--- config.mk ---
export PLATFORM = sky130hd
export DESIGN_NAME = dtsb_queue
export DESIGN_NICKNAME = d
export VERILOG_FILES = /design/src/sv/dtsb_pkg.sv /design/src/sv/dtsb_queue.sv
export SDC_FILE = /design/constraint.sdc
export NUM_CORES = 1
export LEC_CHECK = 0
export ABC_AREA = 0
export CORE_ASPECT_RATIO = 1.4
export CORE_UTILIZATION = 65
export CTS_BUF_LIST = sky130_fd_sc_hd__clkbuf_8
export CTS_CLUSTER_DIAMETER = 30
export DETAILED_ROUTE_END_ITERATION = 8
export DONT_BUFFER_PORTS = 1
export PLACE_DENSITY = 0.83
export SLEW_MARGIN = 10
export SYNTH_ARGS = -nofsm -noshare
export SYNTH_HDL_FRONTEND = slang
export SYNTH_SLANG_ARGS = --single-unit
--- constraint.sdc ---
create_clock -name clk -period 4.8 [get_ports clk]
set_input_delay 0.96 -clock clk [delete_from_list [all_inputs] [get_ports clk]]
set_output_delay 0.96 -clock clk [all_outputs]
set_load 0.02 [all_outputs]
--- src/sv/dtsb_pkg.sv ---
// Shared types and constants of the depth-tested sprite blitter.
package dtsb_pkg;

  localparam int CFG_IDX_W   = 3;
  localparam int CFG_DATA_W  = 16;
  localparam int ADDR_MAX_W  = 16;
  localparam int RAM_W       = 48;
  localparam int QUEUE_DEPTH = 4;
  localparam int QPTR_W      = 2;
  localparam int QCNT_W      = 3;

  localparam logic [CFG_IDX_W-1:0] CFG_DEST_X        = 3'd0;
  localparam logic [CFG_IDX_W-1:0] CFG_DEST_Y        = 3'd1;
  localparam logic [CFG_IDX_W-1:0] CFG_RECT_WIDTH    = 3'd2;
  localparam logic [CFG_IDX_W-1:0] CFG_RECT_HEIGHT   = 3'd3;
  localparam logic [CFG_IDX_W-1:0] CFG_RECT_TOP      = 3'd4;
  localparam logic [CFG_IDX_W-1:0] CFG_MIRROR        = 3'd5;
  localparam logic [CFG_IDX_W-1:0] CFG_VERTICAL_MODE = 3'd6;
  localparam logic [CFG_IDX_W-1:0] CFG_BASE_HEIGHT   = 3'd7;

  typedef enum logic [1:0] {
    OP_DRAW  = 2'd0,
    OP_READ  = 2'd1,
    OP_CLEAR = 2'd2,
    OP_NONE  = 2'd3
  } op_t;

  typedef struct packed {
    op_t                   op;
    logic                  hit;
    logic                  visible;
    logic [ADDR_MAX_W-1:0] addr;
    logic [15:0]           height;
    logic [31:0]           colour;
  } item_t;

endpackage

--- src/sv/dtsb_queue.sv ---
// Short FIFO that decouples the decode front end from the buffer back end.
module dtsb_queue (
  input  logic            clk,
  input  logic            rst_n,
  input  dtsb_pkg::item_t push_item,
  input  logic            push_valid,
  output logic            push_ready,
  output dtsb_pkg::item_t pop_item,
  output logic            pop_valid,
  input  logic            pop
);
  import dtsb_pkg::*;

  item_t              slots [QUEUE_DEPTH];
  logic [QPTR_W-1:0]  wr_ptr_r;
  logic [QPTR_W-1:0]  rd_ptr_r;
  logic [QCNT_W-1:0]  count_r;
  logic               do_push;
  logic               do_pop;

  assign push_ready = (count_r != QCNT_W'(QUEUE_DEPTH));
  assign pop_valid  = (count_r != '0);
  assign do_push    = push_valid && push_ready;
  assign do_pop     = pop && pop_valid;
  assign pop_item   = slots[rd_ptr_r];

  always_ff @(posedge clk) begin
    if (!rst_n) begin
      wr_ptr_r <= '0;
      rd_ptr_r <= '0;
      count_r  <= '0;
    end else begin
      if (do_push) begin
        wr_ptr_r <= wr_ptr_r + 1'b1;
      end
      if (do_pop) begin
        rd_ptr_r <= rd_ptr_r + 1'b1;
      end
      if (do_push && !do_pop) begin
        count_r <= count_r + 1'b1;
      end else if (do_pop && !do_push) begin
        count_r <= count_r - 1'b1;
      end
    end
  end

  always_ff @(posedge clk) begin
    if (do_push) begin
      slots[wr_ptr_r] <= push_item;
    end
  end

endmodule

# Yosys cells after proc, flatten, opt, wreduce, memory -nomap -nowiden

Memory sizes are Yosys's and may differ from the RTL's. A register that Yosys moved wholly into a read port is not among the register bits.
Cells that the tools add are included.

Add/sub/neg operators: 4
Eq/ne operators: 1
Muxes and demuxes: 6
Reduce and logical (&&, ||, !) cells: 8

Operators with widths:

| cell                  | count |
|---|---|
| $mux W3               | 2 |
| $add A2 B1 Y2 const B | 2 |
| $logic_and A1 B1 Y1   | 4 |
| $mux W2               | 2 |
| $add A3 B1 Y3 const B | 1 |
| $ne A3 B3 Y1 const B  | 1 |
| $reduce_bool A3 Y1    | 1 |
| $sub A3 B1 Y3 const B | 1 |
| $logic_not A1 Y1      | 2 |
| $mux W1               | 2 |
| $reduce_bool A2 Y1    | 1 |

Register bits: 7
Memory bits (writable): 272
Input bits: 72
Output and inout bits: 70
Word-level logic and storage cells: 23
Memories: 1

Memory list:

| memory | words | bits a word | rd ports | clocked after Yosys merged registers in | write ports | line             | RTL |
|---|---|---|---|---|---|---|---|
| slots  | 4     | 68          | 1        | 1                                       | 1           | dtsb_queue.sv:14 | `item_t slots [QUEUE_DEPTH];` |

# Logic depth before layout (Yosys ltp)

Gate-level depths: netlist of the first run.

Depth after elaboration: 6
Gate-level depth with buffers: 8
Gate-level depth less buffers: 8

# Worst setup path before layout of the first run

OpenSTA, ideal clock, no wires.

Path kind: input-to-reg
From: input push_valid
To: memory slots[0][0] (netlist name) (enable)
Setup time: 433 ps
Data arrival time: 2877 ps
Required time: 4367 ps
Path slack: 1490 ps
Cell stages on the path: 2
Buffers on the path: 0
Path through: a21boi_2 -> and2_1

Longest elaborated chain between the ends: 3

RTL lines:

| item                          | line             | RTL |
|---|---|---|
| from (decl)                   | dtsb_queue.sv:6  | `input logic push_valid,` |
| $logic_and A1 B1 Y1           | dtsb_queue.sv:23 | `assign do_push = push_valid && push_ready;` |
| $mux W1                       | dtsb_queue.sv:48 | `if (do_push) begin` |
| $mux W1 (not written as such) | dtsb_queue.sv:49 | `slots[wr_ptr_r] <= push_item;` |
| to (decl)                     | dtsb_queue.sv:14 |  |

No other way between the ends.

==> impl_metrics.ini, run 1 <==
[outcome]
outcome = finished clean

[job]
cap_viol_max_count = 0

[drt]
dr.pass1.iters = 4
totalWireLength_mm = 16.4
drc = 0
vias = 4134
ant_nets = 0
via_per_inst = 6.32
drtIter0Drc = 275
wl_per_cell_um = 25.1

[timing]
relSlewSlack_pct = 29.0
post-route-period-util_pct = 71.5
fin_setup_tns_ns = 0
finClkSkew_ns = 0.00851
timing.final.crit_period_ns = 3.43
worstMarginPinSlew_ns = 1.06
setup_viol = 0
drv_slew = 0
rsz0062_at_grt = false
hold_violations = 0
fmax_ghz = 0.291
worst_slack_ns = 1.37

[logic_synthesis]
synth_top_family_by_area = multiplexers
syn_avg_cell_area_um2 = 25.5
syn-num-nets = 482
yosysSeqAreaShare_pct = 81.0
synth_xor_area_share_pct = 0.340
synth.ff_latch_count = 281
synth_fa_ha_area_share_pct = 0.801
synth_warnings = 0
synth_cell_types = 24
synth-compound-area-share_pct = 0.388
synth-simple-area-share_pct = 0.886
synthMuxAreaShare_pct = 15.1
syn_area_mm2 = 0.0103
synth_top_area_share_pct = 79.2
netlist_instances = 404
ys_top_cells_by_area = edfxtp_1 (79%), mux4_2 (15%), dfxtp_1 (1.7%)
synth_top_cell_by_area = edfxtp_1

[final_layout]
diodes = 0
final_net_count = 510
final-seq-area_mm2 = 0.00836
area_growth_syn_to_layout_pct = 9.45
final_common_cell = edfxtp_1
design_area_mm2 = 0.0113
fillers = 850
multiInputGateArea_mm2 = 0.00182
drive_gt1_share_pct = 28.2
final_cell_mix = edfxtp_1 (272), mux4_2 (68), clkbuf_8 (44)

[floorplan]
start_util_pct = 66.3
core_region_area_mm2 = 0.0155
die_h_um = 151
rows = 54
die_width_um = 108
die-area_mm2 = 0.0164
ios = 142

[placement]
dp_hpwl_mm = 9.17
place.port_buffers = 0
place_area_mm2 = 0.0104
pre_cts_ws_ns = 1.79
routabilityCongestion = 0.693

[hold_path]
hp-start = wr_ptr_r[0]
whs_path_depth = 2
hp-class = register to register
worst_hold_path.endpoint = wr_ptr_r[0]

[critical_path]
reg2reg_to = count_r[2]
worst-path-max-fanout = 34
end_kind = output pin
critical_path_arrival_ns = 2.47
crit_type = register to output pin
critPathRequiredTime_ns = 3.84
rr_startpoint = count_r[0]
reg2reg_slack_ns = 2.36
worst_r2r_path_depth = 8
start_kind = register

[grt]
grt_pass1_wl_mm = 24.4
grt_use_total_pct = 20.6
antenna_found_initial = 0
gr-total-overflow = 0
grt_pass1_vias = 4420
grt_max_degree = 69

[cts]
cts_max_path_buffers = 3
cts_setup_buffers = 0
clk_pin_slew_ns = 0.06
root_buffer = clkbuf_8
ctsHoldBuffers = 0
cts_resized = 0
cts_tree = yes
clk_latency_ns = 0.50
htreeDepth = 2
numCtsBuffers = 41
cts.sinks = 281

[power_and_ir_drop]
total_power_mw = 6.38
irDropWorstVdd_v = 0.000437
total_leakage_power_nw = 3.53
p_per_area_mw_per_mm2 = 565
==> routing by layer <==
| layer | share of wire (%) | vias to the layer above | track usage [%] | wire length [µm] |
|---|---|---|---|---|
| met4 | 2.4 | 0 | 7.64 | 390 |
| met5 | 0 | - | 0 | 0 |
| li1 | - | 1770 | - | - |
| met2 | 54 | 176 | 35.3 | 8940 |
| met1 | 36 | 2152 | 24.8 | 5900 |
| met3 | 7.3 | 36 | 5.77 | 1200 |
==> metrics by stage <==
| stage | util, % | std cells | hold WS (ns) |
|---|---|---|---|
| global route | 72.6 | 654 | 0.518 |
| CTS | 72.6 | 654 | 0.522 |
| global placement | 67.2 | 585 | 0.479 |
| detailed placement | 67.2 | 585 | 0.514 |
| finish | 72.6 | 654 | 0.523 |
| floorplan | - | 404 | 0.468 |
==> kinds of logic after synthesis <==
kind of cell / count (synthesis)
DFF: 281
muxes: 71
buffers and inverters: 20
adders and majority gates: 6
xor gates and xnor gates: 4
AOI/OAI and AO/OA: 5
and+or+nand+nor: 17
==> critical path, cell delays in order (launching register included) <==
cell and delay, ns:
dfxtp_4 0.77, buf_4 0.51, mux4_2 0.67
==> report_power, final <==
part	total [mW]	leakage [nW]	switching, mW	internal [mW]
clock	1.94	0.459	0.827	1.11
combinational	1.27	0.506	0.758	0.509
sequential	3.18	2.57	0.187	2.99
total	6.38	3.53	1.77	4.61
==> worst max-delay path by stage <==
stage,end,slack (ns)
finish,pop_item[27],1.37
floorplan,slots[0][0],1.49
global placement,pop_item[14],1.80
CTS,pop_item[27],1.23
global route,pop_item[27],1.13
detailed placement,pop_item[14],1.79
==> area by class of cell <==
type / count / area share (%)
tap: 196 / 2.17
timing repair buffer: 2 / 0.133
clock buffer: 44 / 5.37
multi-input combinational: 103 / 16.1
inverter: 3 / 0.0998
sequential: 281 / 74.0
clock inverter: 25 / 2.05
==> sequential cells by signal, summed over array words and instances, names as in the netlist, named ones only <==
signal    cells
slots       272
wr_ptr_r      2
rd_ptr_r      2
count_r       3
==> cells in the mapped netlist <==
| cell | number |
|---|---|
| o311ai_0 | 1 |
| and2_1 | 8 |
| clkbuf_1 | 5 |
| edfxtp_1 | 272 |
| inv_1 | 3 |
| mux2i_1 | 3 |
| nor2b_1 | 1 |
| buf_12 | 3 |
| xnor2_1 | 3 |
| nor2_1 | 1 |
| buf_4 | 4 |
| xor2_1 | 1 |
| or3_1 | 2 |
| dfxtp_1 | 9 |
| mux4_2 | 68 |
| fa_1 | 1 |
| buf_2 | 4 |
| o21ai_0 | 1 |
| o31ai_1 | 1 |
| nand2_1 | 5 |
| ha_1 | 5 |
| a21boi_2 | 1 |
| buf_6 | 1 |
| a21boi_0 | 1 |
No activity file was read; power rests on OpenSTA's default activity.
==> run 2: changes to the inputs <==
==> constraint.sdc (replaced) <==
create_clock -name clk -period 3.34 [get_ports clk]
set_input_delay 0.668 -clock clk [delete_from_list [all_inputs] [get_ports clk]]
set_output_delay 0.668 -clock clk [all_outputs]
set_load 0.02 [all_outputs]
==> run 2 against run 1 <==
Net effect:
- routed wire length is 0.23% lower
- sequential share of layout area fell by 0.12 points
- hold slack got worse by 0.27 ns
- first-iteration DRC count decreased by 27%
- final cell count is 2.1% higher
- register-to-register slack worse by 1.4 ns
- global-route usage up 0.33 points
- clock power is 24% higher
- combinational power is 54% higher
- largest power group unchanged
- power grew 38%
==> impl_metrics.ini, run 2 (synthesized netlist as in run 1, its figures left out) <==
[cts]
cts_max_path_buffers = 3
cts_tree = yes
clk_latency_ns = 0.50
cts.sinks = 281
clk_pin_slew_ns = 0.06
cts_resized = 0
cts_setup_buffers = 0
numCtsBuffers = 41
root_buffer = clkbuf_8
ctsHoldBuffers = 0
htreeDepth = 2

[grt]
gr-total-overflow = 0
grt_use_total_pct = 20.9
antenna_found_initial = 0
use_met2_pct = 35.7
grt_max_degree = 48
grt_pass1_wl_mm = 24.9
busiest_layer = met2
grt_pass1_vias = 4557
use_met1_pct = 25.0
met3_usage_pct = 6.15

[critical_path]
worst_r2r_path_depth = 8
critical_path_arrival_ns = 2.12
critPathRequiredTime_ns = 2.67
crit_type = register to output pin
worst-path-max-fanout = 17
start_kind = register
end_kind = output pin

[placement]
pre_cts_ws_ns = 0.918
routabilityCongestion = 0.707
place.port_buffers = 0
dp_hpwl_mm = 10.4
placed_cells = 597

[drt]
wl_per_cell_um = 24.5
ant_nets = 0
totalWireLength_mm = 16.4
vias = 4152
drtIter0Drc = 202
via_per_inst = 6.22
drc = 0
dr.pass1.iters = 4

[final_layout]
top_register = slots
top_regs = slots x272, count_r x3
diodes = 0
final_cells = 668
final_common_cell = edfxtp_1
final_cell_mix = edfxtp_1 (272), mux4_2 (68), clkbuf_8 (44)
area_growth_syn_to_layout_pct = 9.64
final_net_count = 522
drive_gt1_share_pct = 29.2
largest_reg_flops = 272

[timing]
worst_slack_ns = 0.555
relSlewSlack_pct = 62.5
rsz0062_at_grt = false
timing.final.crit_period_ns = 2.79
setup_viol = 0
worstMarginPinSlew_ns = 0.563
hold_violations = 0
post-route-period-util_pct = 83.4
fmax_ghz = 0.359
drv_slew = 0
fin_setup_tns_ns = 0
finClkSkew_ns = 0.0105

[floorplan]
die_width_um = 108
die_h_um = 151
die-area_mm2 = 0.0164
rows = 54
core_region_area_mm2 = 0.0155
ios = 142
start_util_pct = 66.3

[power_and_ir_drop]
irDropWorstVdd_v = 0.000691
p_per_area_mw_per_mm2 = 781
total_leakage_power_nw = 3.57

[outcome]
outcome = finished clean

[hold_path]
whs_path_depth = 0
hp-class = input pin to register

[job]
cap_viol_max_count = 0
run 2: cell count changes in the layout (fill, tap and decap cells not counted):
cell       change
buf_12         +2
clkinv_1       +1
bufinv_16      -4
inv_1          +4
clkinv_2       +1
buf_4         +10
run 2: critical path, stage by stage (launching register included):
cell and delay, ns:
dfxtp_4 0.58, buf_4 0.39, mux4_2 0.65
run 2: per-stage QoR:
| stage | total power [mW] | utilization [%] | hold slack (ns) | area (µm²) |
|---|---|---|---|---|
| final | 8.83 | 72.7 | 0.255 | 11300 |
| after global routing | 9.21 | 72.7 | 0.225 | 11300 |
| after CTS | 8.94 | 72.7 | 0.232 | 11300 |
| after detailed placement | 6.55 | 68.0 | 0.506 | 10600 |
| after global placement | 6.49 | 68.0 | 0.477 | 10600 |
| after floorplan | 6.26 | - | 0.468 | 10300 |
run 2: layer usage:
layer / vias to the layer above / wire length, µm
met5: - / 0
li1: 1808 / -
met4: 0 / 360
met2: 159 / 8930
met3: 28 / 1260
met1: 2157 / 5850
run 2: cell type report:
| type | count | area [µm²] |
|---|---|---|
| clock buffer | 44 | 606 |
| clock inverter | 27 | 135 |
| fill | 850 | 4240 |
| inverter | 3 | 11.3 |
| multi-input combinational | 103 | 1820 |
| sequential | 281 | 8360 |
| tap | 196 | 245 |
| timing repair buffer | 14 | 130 |
run 2: report_power, final:
group | internal (mW) | total, mW | leakage (nW) | switching (mW)
registers | 4.29 | 4.47 | 2.57 | 0.180
logic | 0.771 | 1.96 | 0.576 | 1.19
clock network | 1.28 | 2.41 | 0.429 | 1.12
total | 6.34 | 8.83 | 3.57 | 2.49
run 2: path summary, 6_finish.rpt:
kind	endpoint	slack [ns]	startpoint
min	slots[3][4]	0.25	push_item[4]
min reg2reg	wr_ptr_r[1]	0.52	wr_ptr_r[1]
max	pop_item[34]	0.55	register
max reg2reg	count_r[2]	0.95	count_r[0]
==> run 3: changes to the inputs <==
==> constraint.sdc (replaced) <==
create_clock -name clk -period 2.7 [get_ports clk]
set_input_delay 0.54 -clock clk [delete_from_list [all_inputs] [get_ports clk]]
set_output_delay 0.54 -clock clk [all_outputs]
set_load 0.02 [all_outputs]
==> run 3 against run 2 <==
Net effect:
- critical path depth did not move
- sequential power up 23%
- power increased by 25%
- via count is 0.84% higher
- setup slack got worse by 0.41 ns
- first-iteration DRC count is 13% higher
- design area is 0.43% higher
- register-to-register slack got worse by 0.65 ns
- critical endpoint is now pop_item[66]
- largest cell class unchanged
- largest power group unchanged
==> impl_metrics.ini, run 3 (synthesized netlist as in run 1, its figures left out) <==
[final_layout]
area_growth_syn_to_layout_pct = 10.1
multiInputGateArea_mm2 = 0.00182
largest_reg_flops = 272
diodes = 0
fillers = 858
final_common_cell = edfxtp_1
final_core_util_pct = 73.1
final_net_count = 520
final-seq-area_mm2 = 0.00836
top_regs = slots x272, count_r x3
final_cell_mix = edfxtp_1 (272), mux4_2 (68), clkbuf_8 (41)
top_register = slots
drive_gt1_share_pct = 30.2
design_area_mm2 = 0.0114

[job]
cap_viol_max_count = 0

[power_and_ir_drop]
combPwrFrac_pct = 22.9
clkPwrFrac_pct = 27.2
total_leakage_power_nw = 3.56
switching_share_pct = 29.0
p_per_area_mw_per_mm2 = 972
net-switching-power_mw = 3.20
p_int_mw = 7.83
p_seq_share_pct = 49.9
irDropWorstVdd_v = 0.000669

[cts]
clk_latency_ns = 0.51
root_buffer = clkbuf_8
clk_pin_slew_ns = 0.07
htreeDepth = 2
cts_setup_buffers = 0
cts_tree = yes
cts_resized = 0
cts_max_path_buffers = 3
numCtsBuffers = 40
ctsHoldBuffers = 0
cts.sinks = 281

[floorplan]
die_width_um = 108
ios = 142
rows = 54
die-area_mm2 = 0.0164
start_util_pct = 66.3
die_h_um = 151
core_region_area_mm2 = 0.0155

[drt]
totalWireLength_mm = 16.9
drtIter0Drc = 228
via_per_inst = 6.26
wl_met3_mm = 1.27
top_layer = met4
drc = 0
drt-met1-wl_mm = 6.07
dr.pass1.iters = 4
wl_per_cell_um = 25.2
vias = 4187
ant_nets = 0
met2_length_mm = 8.97

[critical_path]
critical_path_arrival_ns = 2.02
critPathRequiredTime_ns = 2.16
worst-path-max-fanout = 15
reg2reg_slack_ns = 0.30
end_kind = output pin
start_kind = register
rr_startpoint = count_r[0]
crit_type = register to output pin
reg2reg_to = count_r[2]
worst_r2r_path_depth = 8

[grt]
gr-total-overflow = 0
grt_use_total_pct = 21.2
grt_pass1_vias = 4520
grt_max_degree = 36
grt_pass1_wl_mm = 25.0
antenna_found_initial = 0

[hold_path]
hp-start = push_item[1]
worst_hold_path.endpoint = slots[2][1]
hp-class = input pin to register
whs_path_depth = 0

[timing]
drv_slew = 0
rsz0062_at_grt = false
fmax_ghz = 0.391
hold_violations = 0
finClkSkew_ns = 0.0132
fin_setup_tns_ns = 0
whs_ns = 0.116
relSlewSlack_pct = 63.3
worstMarginPinSlew_ns = 0.544
setup_viol = 0
post-route-period-util_pct = 94.6
timing.final.crit_period_ns = 2.56

[placement]
place.port_buffers = 0
place_area_mm2 = 0.0106
dp_hpwl_mm = 10.5
routabilityCongestion = 0.698

[outcome]
outcome = finished clean
[run 3: worst max-delay path, cell delays in order (launching register included)]
cell     delay, ns
dfxtp_4       0.50
buf_4         0.35
mux4_2        0.64
[run 3: area by class of cell]
cell class / instances / area share, %
multi-input combinational: 103 / 16.0
sequential: 281 / 73.6
clock inverter: 32 / 1.50
timing repair buffer: 13 / 1.63
tap: 196 / 2.16
clock buffer: 41 / 4.97
inverter: 3 / 0.0992
[run 3: through the flow]
stage,cells,total power [mW],setup slack [ns]
after global placement,596,8.09,0.504
after floorplan,404,7.73,0.546
after global routing,669,11.5,0.0241
after detailed placement,596,8.18,0.362
final,669,11.0,0.145
after CTS,669,11.2,0.0888
[run 3: how the worst max path moves through the flow]
stage | from | to | slack [ns] | cells after the start
2_1_floorplan | push_valid | slots[0][0] | 0.55 | 2
3_3_place_gp | push_valid | count_r[2] | 0.50 | 7
3_5_place_dp | count_r[0] | count_r[2] | 0.36 | 8
4_1_cts | register | pop_item[66] | 0.09 | 2
5_1_grt | register | pop_item[66] | 0.02 | 2
6_report | register | pop_item[66] | 0.14 | 2
[run 3: power groups by stage]
stage / logic [mW] / clock network [mW] / registers [mW]
3_3_place_gp: 2.53 / 0 / 5.56
2_1_floorplan: 2.26 / 0 / 5.47
3_5_place_dp: 2.57 / 0 / 5.60
5_1_grt: 2.68 / 3.23 / 5.56
4_1_cts: 2.58 / 3.08 / 5.51
6_report: 2.52 / 3.00 / 5.51
[run 3: routing by layer]
metal | vias up | GRT usage, %
met1 | 2176 | 24.8
met2 | 174 | 35.8
met3 | 37 | 6.54
li1 | 1800 | -
met5 | - | 0
met4 | 0 | 10.3
