**config.mk**
```make
export PLATFORM = sky130hd
export DESIGN_NAME = dtsb_front_flat
export DESIGN_NICKNAME = d
export VERILOG_FILES = /design/src/sv/dtsb_pkg.sv /design/src/sv/dtsb_if.sv /design/src/sv/dtsb_front.sv /design/src/flat_wrapper.sv
export SDC_FILE = /design/constraint.sdc
export NUM_CORES = 1
export LEC_CHECK = 0
export BUFFER_PORTS_ARGS = -buffer_cell sky130_fd_sc_hd__buf_2
export CAP_MARGIN = 15
export CORE_ASPECT_RATIO = 1.4
export CORE_MARGIN = 5
export CORE_UTILIZATION = 50
export DETAILED_ROUTE_END_ITERATION = 10
export GPL_TIMING_DRIVEN = 0
export HOLD_SLACK_MARGIN = 0.1
export PLACE_DENSITY = 0.81
export SLEW_MARGIN = 20
export SYNTH_ARGS = -nofsm -noshare
export SYNTH_HDL_FRONTEND = slang
export SYNTH_SLANG_ARGS = --single-unit
```
**constraint.sdc**
```tcl
create_clock -name clk -period 4.2 [get_ports clk]
set_clock_uncertainty 0.2 [all_clocks]
set_input_delay 0.84 -clock clk [delete_from_list [all_inputs] [get_ports clk]]
set_output_delay 0.84 -clock clk [all_outputs]
set_load 0.02 [all_outputs]
```
**src/sv/dtsb_pkg.sv**
```systemverilog
// Shared types and constants of the depth-tested sprite blitter.
package dtsb_pkg;

  localparam int CFG_IDX_W   = 3;
  localparam int CFG_DATA_W  = 16;
  localparam int ADDR_MAX_W  = 16;
  localparam int RAM_W       = 48;
  localparam int QUEUE_DEPTH = 4;
  localparam int QPTR_W      = 2;
  localparam int QCNT_W      = 3;

  localparam logic [CFG_IDX_W-1:0] CFG_DEST_X        = 3'd0;
  localparam logic [CFG_IDX_W-1:0] CFG_DEST_Y        = 3'd1;
  localparam logic [CFG_IDX_W-1:0] CFG_RECT_WIDTH    = 3'd2;
  localparam logic [CFG_IDX_W-1:0] CFG_RECT_HEIGHT   = 3'd3;
  localparam logic [CFG_IDX_W-1:0] CFG_RECT_TOP      = 3'd4;
  localparam logic [CFG_IDX_W-1:0] CFG_MIRROR        = 3'd5;
  localparam logic [CFG_IDX_W-1:0] CFG_VERTICAL_MODE = 3'd6;
  localparam logic [CFG_IDX_W-1:0] CFG_BASE_HEIGHT   = 3'd7;

  typedef enum logic [1:0] {
    OP_DRAW  = 2'd0,
    OP_READ  = 2'd1,
    OP_CLEAR = 2'd2,
    OP_NONE  = 2'd3
  } op_t;

  typedef struct packed {
    op_t                   op;
    logic                  hit;
    logic                  visible;
    logic [ADDR_MAX_W-1:0] addr;
    logic [15:0]           height;
    logic [31:0]           colour;
  } item_t;

endpackage

```
**src/sv/dtsb_if.sv**
```systemverilog
// Valid/ready channel interfaces for requests and results.
interface dtsb_in_if;
  logic        valid;
  logic        ready;
  logic [1:0]  kind;
  logic [7:0]  col;
  logic [7:0]  row;
  logic [31:0] colour;

  modport source (output valid, output kind, output col, output row, output colour,
                  input ready);
  modport sink (input valid, input kind, input col, input row, input colour,
                output ready);
endinterface


```
**src/sv/dtsb_front.sv**
```systemverilog
// Front end: configuration registers, request decode, address and height computation.
module dtsb_front #(
  parameter int DEST_WIDTH  = 64,
  parameter int DEST_HEIGHT = 64,
  parameter int ALPHA_LSB   = 24
) (
  input  logic                      clk,
  input  logic                      rst_n,
  dtsb_in_if.sink                   in_ch,
  input  logic                      cfg_we,
  input  logic [dtsb_pkg::CFG_IDX_W-1:0]  cfg_index,
  input  logic [dtsb_pkg::CFG_DATA_W-1:0] cfg_data,
  input  logic                      clear_done,
  output dtsb_pkg::item_t           f_item,
  output logic                      f_valid,
  input  logic                      f_ready
);
  import dtsb_pkg::*;

  logic signed [10:0] dest_x_r;
  logic signed [10:0] dest_y_r;
  logic [8:0]         rect_width_r;
  logic [8:0]         rect_height_r;
  logic [7:0]         rect_top_r;
  logic               mirror_r;
  logic               vertical_mode_r;
  logic [15:0]        base_height_r;

  logic               f_valid_r;
  item_t              f_item_r;
  item_t              item_nxt;
  logic               advance;
  logic               accept;
  op_t                op;
  logic signed [9:0]  c_mir;
  logic signed [9:0]  c_pos;
  logic signed [12:0] x_pos;
  logic signed [11:0] y_pos;
  logic               draw_hit;
  logic               direct_hit;
  logic [15:0]        draw_addr;
  logic [15:0]        direct_addr;
  logic [15:0]        height;

  always_ff @(posedge clk) begin
    if (!rst_n) begin
      dest_x_r        <= '0;
      dest_y_r        <= '0;
      rect_width_r    <= 9'd1;
      rect_height_r   <= 9'd1;
      rect_top_r      <= '0;
      mirror_r        <= 1'b0;
      vertical_mode_r <= 1'b0;
      base_height_r   <= '0;
    end else if (cfg_we) begin
      unique case (cfg_index)
        CFG_DEST_X:        dest_x_r        <= $signed(cfg_data[10:0]);
        CFG_DEST_Y:        dest_y_r        <= $signed(cfg_data[10:0]);
        CFG_RECT_WIDTH:    rect_width_r    <= cfg_data[8:0];
        CFG_RECT_HEIGHT:   rect_height_r   <= cfg_data[8:0];
        CFG_RECT_TOP:      rect_top_r      <= cfg_data[7:0];
        CFG_MIRROR:        mirror_r        <= cfg_data[0];
        CFG_VERTICAL_MODE: vertical_mode_r <= cfg_data[0];
        CFG_BASE_HEIGHT:   base_height_r   <= cfg_data[15:0];
        default: ;
      endcase
    end
  end

  assign advance     = !f_valid_r || f_ready;
  assign in_ch.ready = clear_done && advance;
  assign accept      = in_ch.valid && in_ch.ready;

  always_comb begin
    op    = op_t'(in_ch.kind);
    c_mir = $signed({1'b0, rect_width_r}) - 10'sd1 - $signed({2'b00, in_ch.col});
    c_pos = mirror_r ? c_mir : $signed({2'b00, in_ch.col});
    x_pos = 13'(dest_x_r) + 13'(c_pos);
    y_pos = 12'(dest_y_r) + $signed({4'b0000, in_ch.row});

    draw_hit = !x_pos[12] && !y_pos[11] &&
               ($unsigned(x_pos) < 13'(DEST_WIDTH)) &&
               ($unsigned(y_pos) < 12'(DEST_HEIGHT));
    draw_addr = 16'(y_pos[7:0]) * 16'(DEST_WIDTH) + 16'(x_pos[7:0]);

    direct_hit  = ({1'b0, in_ch.col} < 9'(DEST_WIDTH)) &&
                  ({1'b0, in_ch.row} < 9'(DEST_HEIGHT));
    direct_addr = 16'(in_ch.row) * 16'(DEST_WIDTH) + 16'(in_ch.col);

    if (vertical_mode_r) begin
      height = 16'(rect_height_r) - 16'(rect_top_r) - 16'(in_ch.row) +
               base_height_r - 16'd1;
    end else begin
      height = base_height_r;
    end

    item_nxt.op      = op;
    item_nxt.visible = (in_ch.colour[ALPHA_LSB +: 8] != 8'd0);
    item_nxt.height  = height;
    item_nxt.colour  = in_ch.colour;
    if (op == OP_DRAW) begin
      item_nxt.hit  = draw_hit;
      item_nxt.addr = draw_addr;
    end else begin
      item_nxt.hit  = direct_hit;
      item_nxt.addr = direct_addr;
    end
  end

  always_ff @(posedge clk) begin
    if (!rst_n) begin
      f_valid_r <= 1'b0;
    end else if (advance) begin
      f_valid_r <= accept;
    end
  end

  always_ff @(posedge clk) begin
    if (advance) begin
      f_item_r <= item_nxt;
    end
  end

  assign f_item  = f_item_r;
  assign f_valid = f_valid_r;

endmodule

```
**src/flat_wrapper.sv**
```systemverilog
// flat-port wrapper written by rule: the top's interface ports become plain ports
module dtsb_front_flat import dtsb_pkg::*;
#(
  parameter int DEST_WIDTH  = 64,
  parameter int DEST_HEIGHT = 64,
  parameter int ALPHA_LSB   = 24
)
  (clk, rst_n, cfg_we, cfg_index, cfg_data, clear_done, f_item, f_valid, f_ready, in_ch_valid, in_ch_kind, in_ch_col, in_ch_row, in_ch_colour, in_ch_ready);
  dtsb_in_if in_ch_i ();
  input  logic clk;
  input  logic rst_n;
  input  logic cfg_we;
  input  logic [dtsb_pkg::CFG_IDX_W-1:0] cfg_index;
  input  logic [dtsb_pkg::CFG_DATA_W-1:0] cfg_data;
  input  logic clear_done;
  output dtsb_pkg::item_t f_item;
  output logic f_valid;
  input  logic f_ready;
  input wire logic [$bits(in_ch_i.valid)-1:0] in_ch_valid;
  input wire logic [$bits(in_ch_i.kind)-1:0] in_ch_kind;
  input wire logic [$bits(in_ch_i.col)-1:0] in_ch_col;
  input wire logic [$bits(in_ch_i.row)-1:0] in_ch_row;
  input wire logic [$bits(in_ch_i.colour)-1:0] in_ch_colour;
  output wire logic [$bits(in_ch_i.ready)-1:0] in_ch_ready;
  assign in_ch_i.valid = in_ch_valid;
  assign in_ch_i.kind = in_ch_kind;
  assign in_ch_i.col = in_ch_col;
  assign in_ch_i.row = in_ch_row;
  assign in_ch_i.colour = in_ch_colour;
  assign in_ch_ready = in_ch_i.ready;
  dtsb_front #(.DEST_WIDTH(DEST_WIDTH), .DEST_HEIGHT(DEST_HEIGHT), .ALPHA_LSB(ALPHA_LSB)) u_core (.clk(clk), .rst_n(rst_n), .in_ch(in_ch_i), .cfg_we(cfg_we), .cfg_index(cfg_index), .cfg_data(cfg_data), .clear_done(clear_done), .f_item(f_item), .f_valid(f_valid), .f_ready(f_ready));
endmodule
```
# == Word level (Yosys, flattened, before mapping) ==
# Index checks and enable logic that the tools add are counted.
# Widths: inputs -> output; s select.
# totals
wordCells,61
input_bits,75
output_inout_bits,70
regBits,135
# op_classes
n_eq_ne,7
magnitude_cmp,4
mux,4
add_sub_neg,10
n_reduce_logical,21
# op_table
cell,n
$mux 16,2
$add 14x8->15,2
$add 16x16->16,1
$lt 8x7->1 const B,2
$reduce_and 2->1,8
$sub 16x1->16 const B,1
$sub 16x8->16,1
$lt 13x7->1 const B,1
$add 11x10->12,1
$add 11x9->12,1
$eq 3x3->1 const B,4
$lt 12x7->1 const B,1
$mux 10,1
$sub 10x9->10,1
$sub 9x1->10 const B,1
$sub 9x8->10,1
$reduce_bool 8->1,1
$eq 3x2->1 const B,2
$logic_and 1x1->1,6
$eq 3x1->1 const B,1
$logic_not 1->1,3
$logic_not 3->1,1
$logic_not 2->1,1
$logic_or 1x1->1,1
$mux 1,1

# == Longest topological paths before layout ==
# Gate-level depths: netlist of run 1.
# logic_depth
ltp_word,9
depth_mapped,22
ltp_nobuf,22

# == Worst setup path before layout of run 1 ==
# No wires, ideal clock.
# synth_path
path_type,input port to flip-flop
from,in in_ch_col[0]
to,reg u_core.f_item_r (netlist bit u_core.f_item[62]) (data pin)
stages,20
n_path_buf,0
t_required_ns,3.855
path_slack_ns,-0.368
arrival_time_ns,4.223
setup_ns,0.145
cell_sequence,inv_1 ha_1 inv_1 fa_1 nor2b_1 o21ai_0 a21boi_0 nor2_1 nand2_1 o21ai_0 ha_1 nand3_1 o211ai_1 a21boi_0 xnor2_1 fa_1 nand2_1 or2_1 or4_1 o21ai_1
# synth_lines
item,line,rtl
start: declaration,flat_wrapper.sv:21,input wire logic [$bits(in_ch_i.col)-1:0] in_ch_col;
end signal: assignment,dtsb_front.sv:120,f_item_r <= item_nxt;
end: declaration,dtsb_front.sv:30,item_t f_item_r;

==> summary.md, run 1 <==
| Metric | Value |
|---|---|
| CTS sink cnt | `134` |
| Post-synthesis cell type count | `63` |
| Starting density of the core | `51.1%` |
| Final WS setup | `-0.0393 ns` |
| Initial antenna violation count | `0` |
| Die ar. | `18,600 µm²` |
| Syn Area/Cell | `9.41 µm²` |
| Final wirelength | `21.4 mm` |
| Main synth FF type | `edfxtp_1` |
| Final net count | `1,191` |
| Violated checks | `negative setup slack` |
| CP Data Required Time | `4.26 ns` |
| Outcome | `finished, violations left` |
| Vias in the first global route | `6,511` |
| Static Leakage | `roughly 0.0043 µW` |
| Final setup fails | `2` |
| Worst Max-Slew Pin Slew | `0.999 ns` |
| Sequential fraction of the synthesis area | `~42%` |
| Total power draw | `4010 µW` |
| Highest Clock Rate | `236 MHz` |
| Remaining Overflow, GRT | `0` |
| Die Y | `~160 µm` |
| Crit. Startpoint | `in_ch_col[1]` |
| Post-Synthesis Cell Area | `~8000 µm²` |
| Post-DP HPWL | `14.5 mm` |
| DR WL/cell | `17.2 µm` |
| Antenna Cells | `0` |
| TritonCTS Buffers | `17` |
| Maxcap violations | `0` |
| Setup CP Type | `in -> reg` |
| Number of synthesized flops with an enable pin | `67` |
| Worst-Skew Late Latency | `0.43 ns` |
| Clock transition at path regs | `0.06 ns` |
| Crit path DAT | `4.30 ns` |
| Unrepaired setup endpoints after global routing | `true` |
| 1st-iter DRT viols | `486` |
| Tcrit/Tclk final | `101%` |
| Max Slew Vio Count | `0` |
| Vias per std cell | `5.47` |
| Min-Delay Path Class | `reg -> reg` |
| CTS max path bufs | `2` |
| First-pass DRT Iterations | `5` |
| Area delta synth->final | `28.7%` |
| Utilization of the core after routing | `65.8%` |
| GP Congestion | `0.867` |
| CTS Root Cell | `clkbuf_16` |
| CTS tree | `yes` |
| Vias | `6,836` |
| Ys async rst share | `0%` |
| All-Layer GR Usage | `21.2%` |
| Top Ports | `145` |
| Layout cells sized above 1 | `between 20% and 30%` |
| Port bufs | `141` |
| Worst-path fanout max | `4` |
| First-pass GRT wire length | `31.5 mm` |
| Synthesis Warnings | `0` |
| Rows | `54` |
| ANT nets after route | `0` |
| Largest net degree at the start of global routing | `61` |
| Cell count after synthesis | `~850` |
| # fillers | `1,157` |
| Core area | `15,600 µm²` |
| Crit. End Element | `flop` |
| Final Hold Vio Count | `0` |
| H-Tree Depth | `4` |
| DRC viols | `0` |
| Startpoint Class | `primary input` |
| Die width | `approximately 120 µm` |
| Pre-CTS setup slack | `-0.811 ns` |
| Post-Syn Nets | `around 1,000` |
| Slew headroom | `approximately a third` |
| Power density over the cells | `390 nW/µm²` |
| Worst hold path startpoint | `u_core.rect_top_r[2]$_SDFFE_PN0P_` |
| CTS Hold Bufs | `0` |
| Worst r2r src | `u_core.rect_height_r[0]$_SDFFE_PN1P_` |
| Final min period | `4.24 ns` |
| VDD IR max | `around 0.00024 V` |
| Synth Register Bits | `134` |
## state kept, by name, summed over array words and instances, names as in the netlist, 8 cells and up
register / flops
u_core.dest_x_r: 11
u_core.f_item: 67
u_core.rect_height_r: 9
u_core.base_height_r: 16
u_core.rect_width_r: 9
u_core.dest_y_r: 11
u_core.rect_top_r: 8
## cell type report
cell class	instances	area [µm²]	area share, %
plain buffers	23	91.3	0.889
clock buffers	17	425	4.14
clock inverters	15	179	1.74
inverters	66	260	2.53
multi-input cells	624	4720	45.9
flip-flops and latches	134	3360	32.7
well taps	196	245	2.39
repair buffers	174	991	9.65
## stage by stage
stage	hold slack, ns	cells	setup TNS (ns)	area [µm²]
after CTS	0.266	1234	-0.0637	9870
after detailed placement	0.258	1186	-5.87	9010
after global routing	0.282	1249	-1.13	10300
after global placement	0.251	1185	-5.71	8970
after floorplan	0.243	848	-0.498	8020
final	0.263	1249	-0.0565	10300
## final timing paths
check	to	slack, ns	depth (start not counted)
setup / recovery	u_core.f_item[65]$_DFFE_PN_	-0.04	19
hold / removal	u_core.rect_top_r[2]$_SDFFE_PN0P_	0.26	2
setup reg to reg	u_core.f_item[47]$_DFFE_PN_	0.02	18
hold reg to reg	u_core.rect_top_r[2]$_SDFFE_PN0P_	0.26	2
## cell usage in the layout, fill, tap and decap left out, drive strengths merged, types with 3 or more instances in the layout
cell type,instances
buf,176
a31oi,3
ha,61
clkinvlp,5
mux2,9
nor3,8
nand3,15
nor2,38
o2111ai,4
nand2,178
dfxtp,67
a21oi,28
o211ai,6
nand4,6
a211oi,4
xor2,10
a211o,4
clkbuf,38
fa,15
xnor2,33
nor2b,10
or3,3
or2,4
bufinv,3
mux2i,7
clkinv,5
o21ai,47
o21bai,3
nand2b,7
edfxtp,67
a21boi,67
inv,68
or4,4
o21a,9
a21o,11
nor4b,3
and2,5
## timing repair
action	4_1_cts	5_1_grt
gates resized for setup	33	61
setup buffers	17	15
endpoints found under the setup margin	12	15
pin swaps	36	41
## routing by layer
metal,track usage [%],share of wire [%]
met1,24.9,38
met2,37.2,52
met3,4.03,6.2
met4,8.82,3.9
met5,0,0
## logic make-up after synthesis
| group | Yosys count | synth area share (%) |
|---|---|---|
| fa+ha+maj | 76 | 13.3 |
| other cells | 1 | 0.0470 |
| xor+xnor | 43 | 4.81 |
| mux | 16 | 2.20 |
| compound gates | 201 | 17.6 |
| buf+inv | 90 | 4.38 |
| flops | 134 | 42.0 |
| simple gates | 287 | 15.7 |
## Yosys cell counts (all sizes together), types with 15 or more instances
cell type	count	area share, %
dfxtp	67	17
o21ai	47	3.0
xnor2	33	3.7
inv	66	3.1
clkbuf	21	0.99
nor2	38	1.8
ha	61	9.6
nand3	15	0.94
nand2	178	8.4
fa	15	3.8
a21oi	28	1.9
a21boi	67	6.3
edfxtp	67	25
## power breakdown
part | leakage [µW] | switching, µW | internal, µW
registers | 0.00127 | 22.5 | 1440
logic | 0.00276 | 554 | 447
clock network | 0.000277 | 607 | 934
total | 0.00431 | 1180 | 2820
## worst max-delay path: stages
cell and delay, ns:
buf_2 0.12, inv_2 0.05, ha_1 0.26, a21o_1 0.19, a21o_1 0.18, a21o_1 0.19, a21oi_2 0.15, o21a_1 0.20
nor2_2 0.07, nor4b_4 0.37, ha_4 0.22, buf_4 0.11, inv_1 0.05, nand2_1 0.11, nand4_1 0.12, mux2_4 0.31
nor4b_4 0.33, nand4_1 0.18, o22ai_2 0.23
Power figures use the tool's default switching activity.
==> inputs of run 2 (changes only) <==
Clock period 4.2 ns to 3.4 ns, I/O delays scaled along.
==> summary.md, run 2 (synthesis results as in run 1) <==
| Metric | Value |
|---|---|
| Outcome | `finished, violations left` |
| Violated checks | `negative setup slack` |
| 1st-iter DRT viols | `460 (-5.3%)` |
| Crit path DAT | `4.23 ns (-0.07 ns)` |
| Starting density of the core | `51.1% (unchanged)` |
| CTS sink cnt | `134 (unchanged)` |
| Top Ports | `145 (unchanged)` |
| Highest Clock Rate | `234 MHz` |
| CTS Hold Bufs | `0 (unchanged)` |
| Maxcap violations | `0 (unchanged)` |
| Worst-Skew Late Latency | `0.43 ns (about the same)` |
| Vias per std cell | `5.63 (+3.0%)` |
| First-pass GRT wire length | `34.9 mm (+11%)` |
| Max Slew Vio Count | `0 (unchanged)` |
| H-Tree Depth | `4 (unchanged)` |
| DRC viols | `0 (unchanged)` |
| Layout cells sized above 1 | `33.0% (+4.9 points)` |
| Die Y | `159 µm (unchanged)` |
| Largest net degree at the start of global routing | `36 (-41%)` |
| TritonCTS Buffers | `17 (unchanged)` |
| Area delta synth->final | `33.6%` |
| Unrepaired setup endpoints after global routing | `true` |
| Worst-path fanout max | `3 (-1)` |
| Port bufs | `141 (unchanged)` |
| ANT nets after route | `0 (unchanged)` |
| Initial antenna violation count | `0 (unchanged)` |
| Final min period | `4.28 ns` |
| DR WL/cell | `18.1 µm (+5.6%)` |
| Static Leakage | `0.00449 µW (+4.2%)` |
| CTS max path bufs | `2 (unchanged)` |
| GP Congestion | `0.871 (+0.50%)` |
| Max reg flops | `67 (unchanged)` |
| CTS Root Cell | `clkbuf_16` |
| Die ar. | `18,600 µm² (unchanged)` |
| Power density over the cells | `479 nW/µm² (+23%)` |
| End of the worst hold path | `u_core.f_item[9]$_DFFE_PN_` |
| VDD IR max | `0.000374 V (+57%)` |
| Hold path depth | `1 (-1)` |
| Finished Layout Cells | `1,276 (+2.2%)` |
| Post-DP HPWL | `14.8 mm (+2.3%)` |
| Startpoint Class | `flop` |
| Final net count | `1,218 (+2.3%)` |
| Slew headroom | `47.0% (+14 points)` |
| Vias in the first global route | `7,164 (+10%)` |
| Tcrit/Tclk final | `126%` |
| Clock transition at path regs | `0.07 ns (about the same)` |
| Die width | `117 µm (unchanged)` |
| Final setup fails | `20 (+18)` |
| All-Layer GR Usage | `23.7% (+2.4 points)` |
| Min-Delay Path Class | `in -> reg` |
| Rows | `54 (unchanged)` |
| Final wirelength | `23.1 mm (+7.9%)` |
| Most frequent cells in the layout | `nand2_1 (174), buf_2 (140), edfxtp_1 (67)` |
| Antenna Cells | `0 (unchanged)` |
| Vias | `7,190 (+5.2%)` |
| Worst Max-Slew Pin Slew | `0.789 ns (-0.210 ns)` |
| Worst r2r dst | `u_core.f_item[41]$_DFFE_PN_` |
| Utilization of the core after routing | `68.3% (+2.5 points)` |
| Worst r2r src | `u_core.rect_height_r[0]$_SDFFE_PN1P_` |
| Post-Place Cells | `1,186 (unchanged)` |
| Crit. End Element | `flop` |
| Core area | `15,600 µm² (unchanged)` |
| First-pass DRT Iterations | `5 (unchanged)` |
| Remaining Overflow, GRT | `0 (unchanged)` |
| Pre-CTS setup slack | `-1.47 ns (-0.659 ns)` |
| CP Data Required Time | `3.35 ns (-0.91 ns)` |
| R2R setup slack | `-0.88 ns (-0.90 ns)` |
| Worst hold slack | `0.224 ns (-0.0391 ns)` |
| Final WS setup | `-0.882 ns (-0.843 ns)` |
| Commonest non-fill, non-tap cell in the layout | `nand2_1` |
| Worst Reg2Reg Path Length in Cells | `21 (+3)` |
| Setup CP Type | `reg -> reg` |
| CTS tree | `yes` |
| Worst hold path startpoint | `in_ch_colour[9]` |
| Final Hold Vio Count | `0 (unchanged)` |
==> run 2: power breakdown <==
| group | internal [µW] | switching [µW] |
|---|---|---|
| clock | 1080 | 774 |
| combinational | 648 | 783 |
| sequential | 1780 | 27.9 |
==> run 2: timing repair <==
item	CTS	global route
setup endpoints to repair	21	21
setup buffers	35	25
pin swaps	65	58
gates resized for setup	70	48
gates cloned	0	0
==> run 2: worst max path at each step <==
stage,from,end,slack (ns),cells past startpoint
2_1_floorplan,in_ch_col[0],u_core.f_item[62]$_DFFE_PN_,-0.83,20
5_1_grt,in_ch_col[0],u_core.f_item[62]$_DFFE_PN_,-0.98,24
6_report,u_core.rect_height_r[0]$_SDFFE_PN1P_,u_core.f_item[41]$_DFFE_PN_,-0.88,21
4_1_cts,u_core.rect_height_r[0]$_SDFFE_PN1P_,u_core.f_item[47]$_DFFE_PN_,-0.86,21
3_5_place_dp,in_ch_col[0],u_core.f_item[62]$_DFFE_PN_,-1.47,21
3_3_place_gp,in_ch_col[0],u_core.f_item[62]$_DFFE_PN_,-1.35,21
==> run 2: metal layers <==
metal,track usage [%],vias up,share of wire [%]
met5,0,-,0
met3,4.90,101,6.8
li1,-,3399,-
met1,27.4,3354,38
met2,40.4,336,50
met4,12.1,0,5.4
==> run 2: metrics by stage <==
step | power (µW) | setup TNS, ns | cell area, µm²
5_1_grt | 5300 | -15.04 | 10700
4_1_cts | 4900 | -9.90 | 10200
6_report | 5100 | -12.65 | 10700
3_3_place_gp | 2860 | -14.79 | 9070
2_1_floorplan | 2620 | -7.71 | 8120
3_5_place_dp | 2900 | -16.91 | 9090
==> run 2: worst max-delay path: stages, from the launching register on <==
cell,delay (ns)
dfxtp_2,0.33
inv_2,0.04
ha_4,0.16
fa_2,0.34
nor2b_2,0.13
o21ai_1,0.08
nand2b_1,0.10
a21o_1,0.14
a21o_1,0.15
buf_6,0.11
xor2_2,0.17
fa_1,0.48
ha_4,0.20
or3_4,0.40
o21a_4,0.25
a21oi_2,0.16
buf_4,0.13
buf_4,0.09
buf_4,0.10
xnor2_1,0.07
nand2_1,0.08
o21ai_1,0.10
==> run 2: final cells by class <==
type | count | area, µm²
Clock buffer | 18 | 429
Fill cell | 1125 | 4950
Sequential cell | 134 | 3360
Inverter | 66 | 260
Tap cell | 196 | 245
Clock inverter | 14 | 151
Buffer | 23 | 92.6
Multi-Input combinational cell | 624 | 4900
Timing Repair Buffer | 201 | 1220
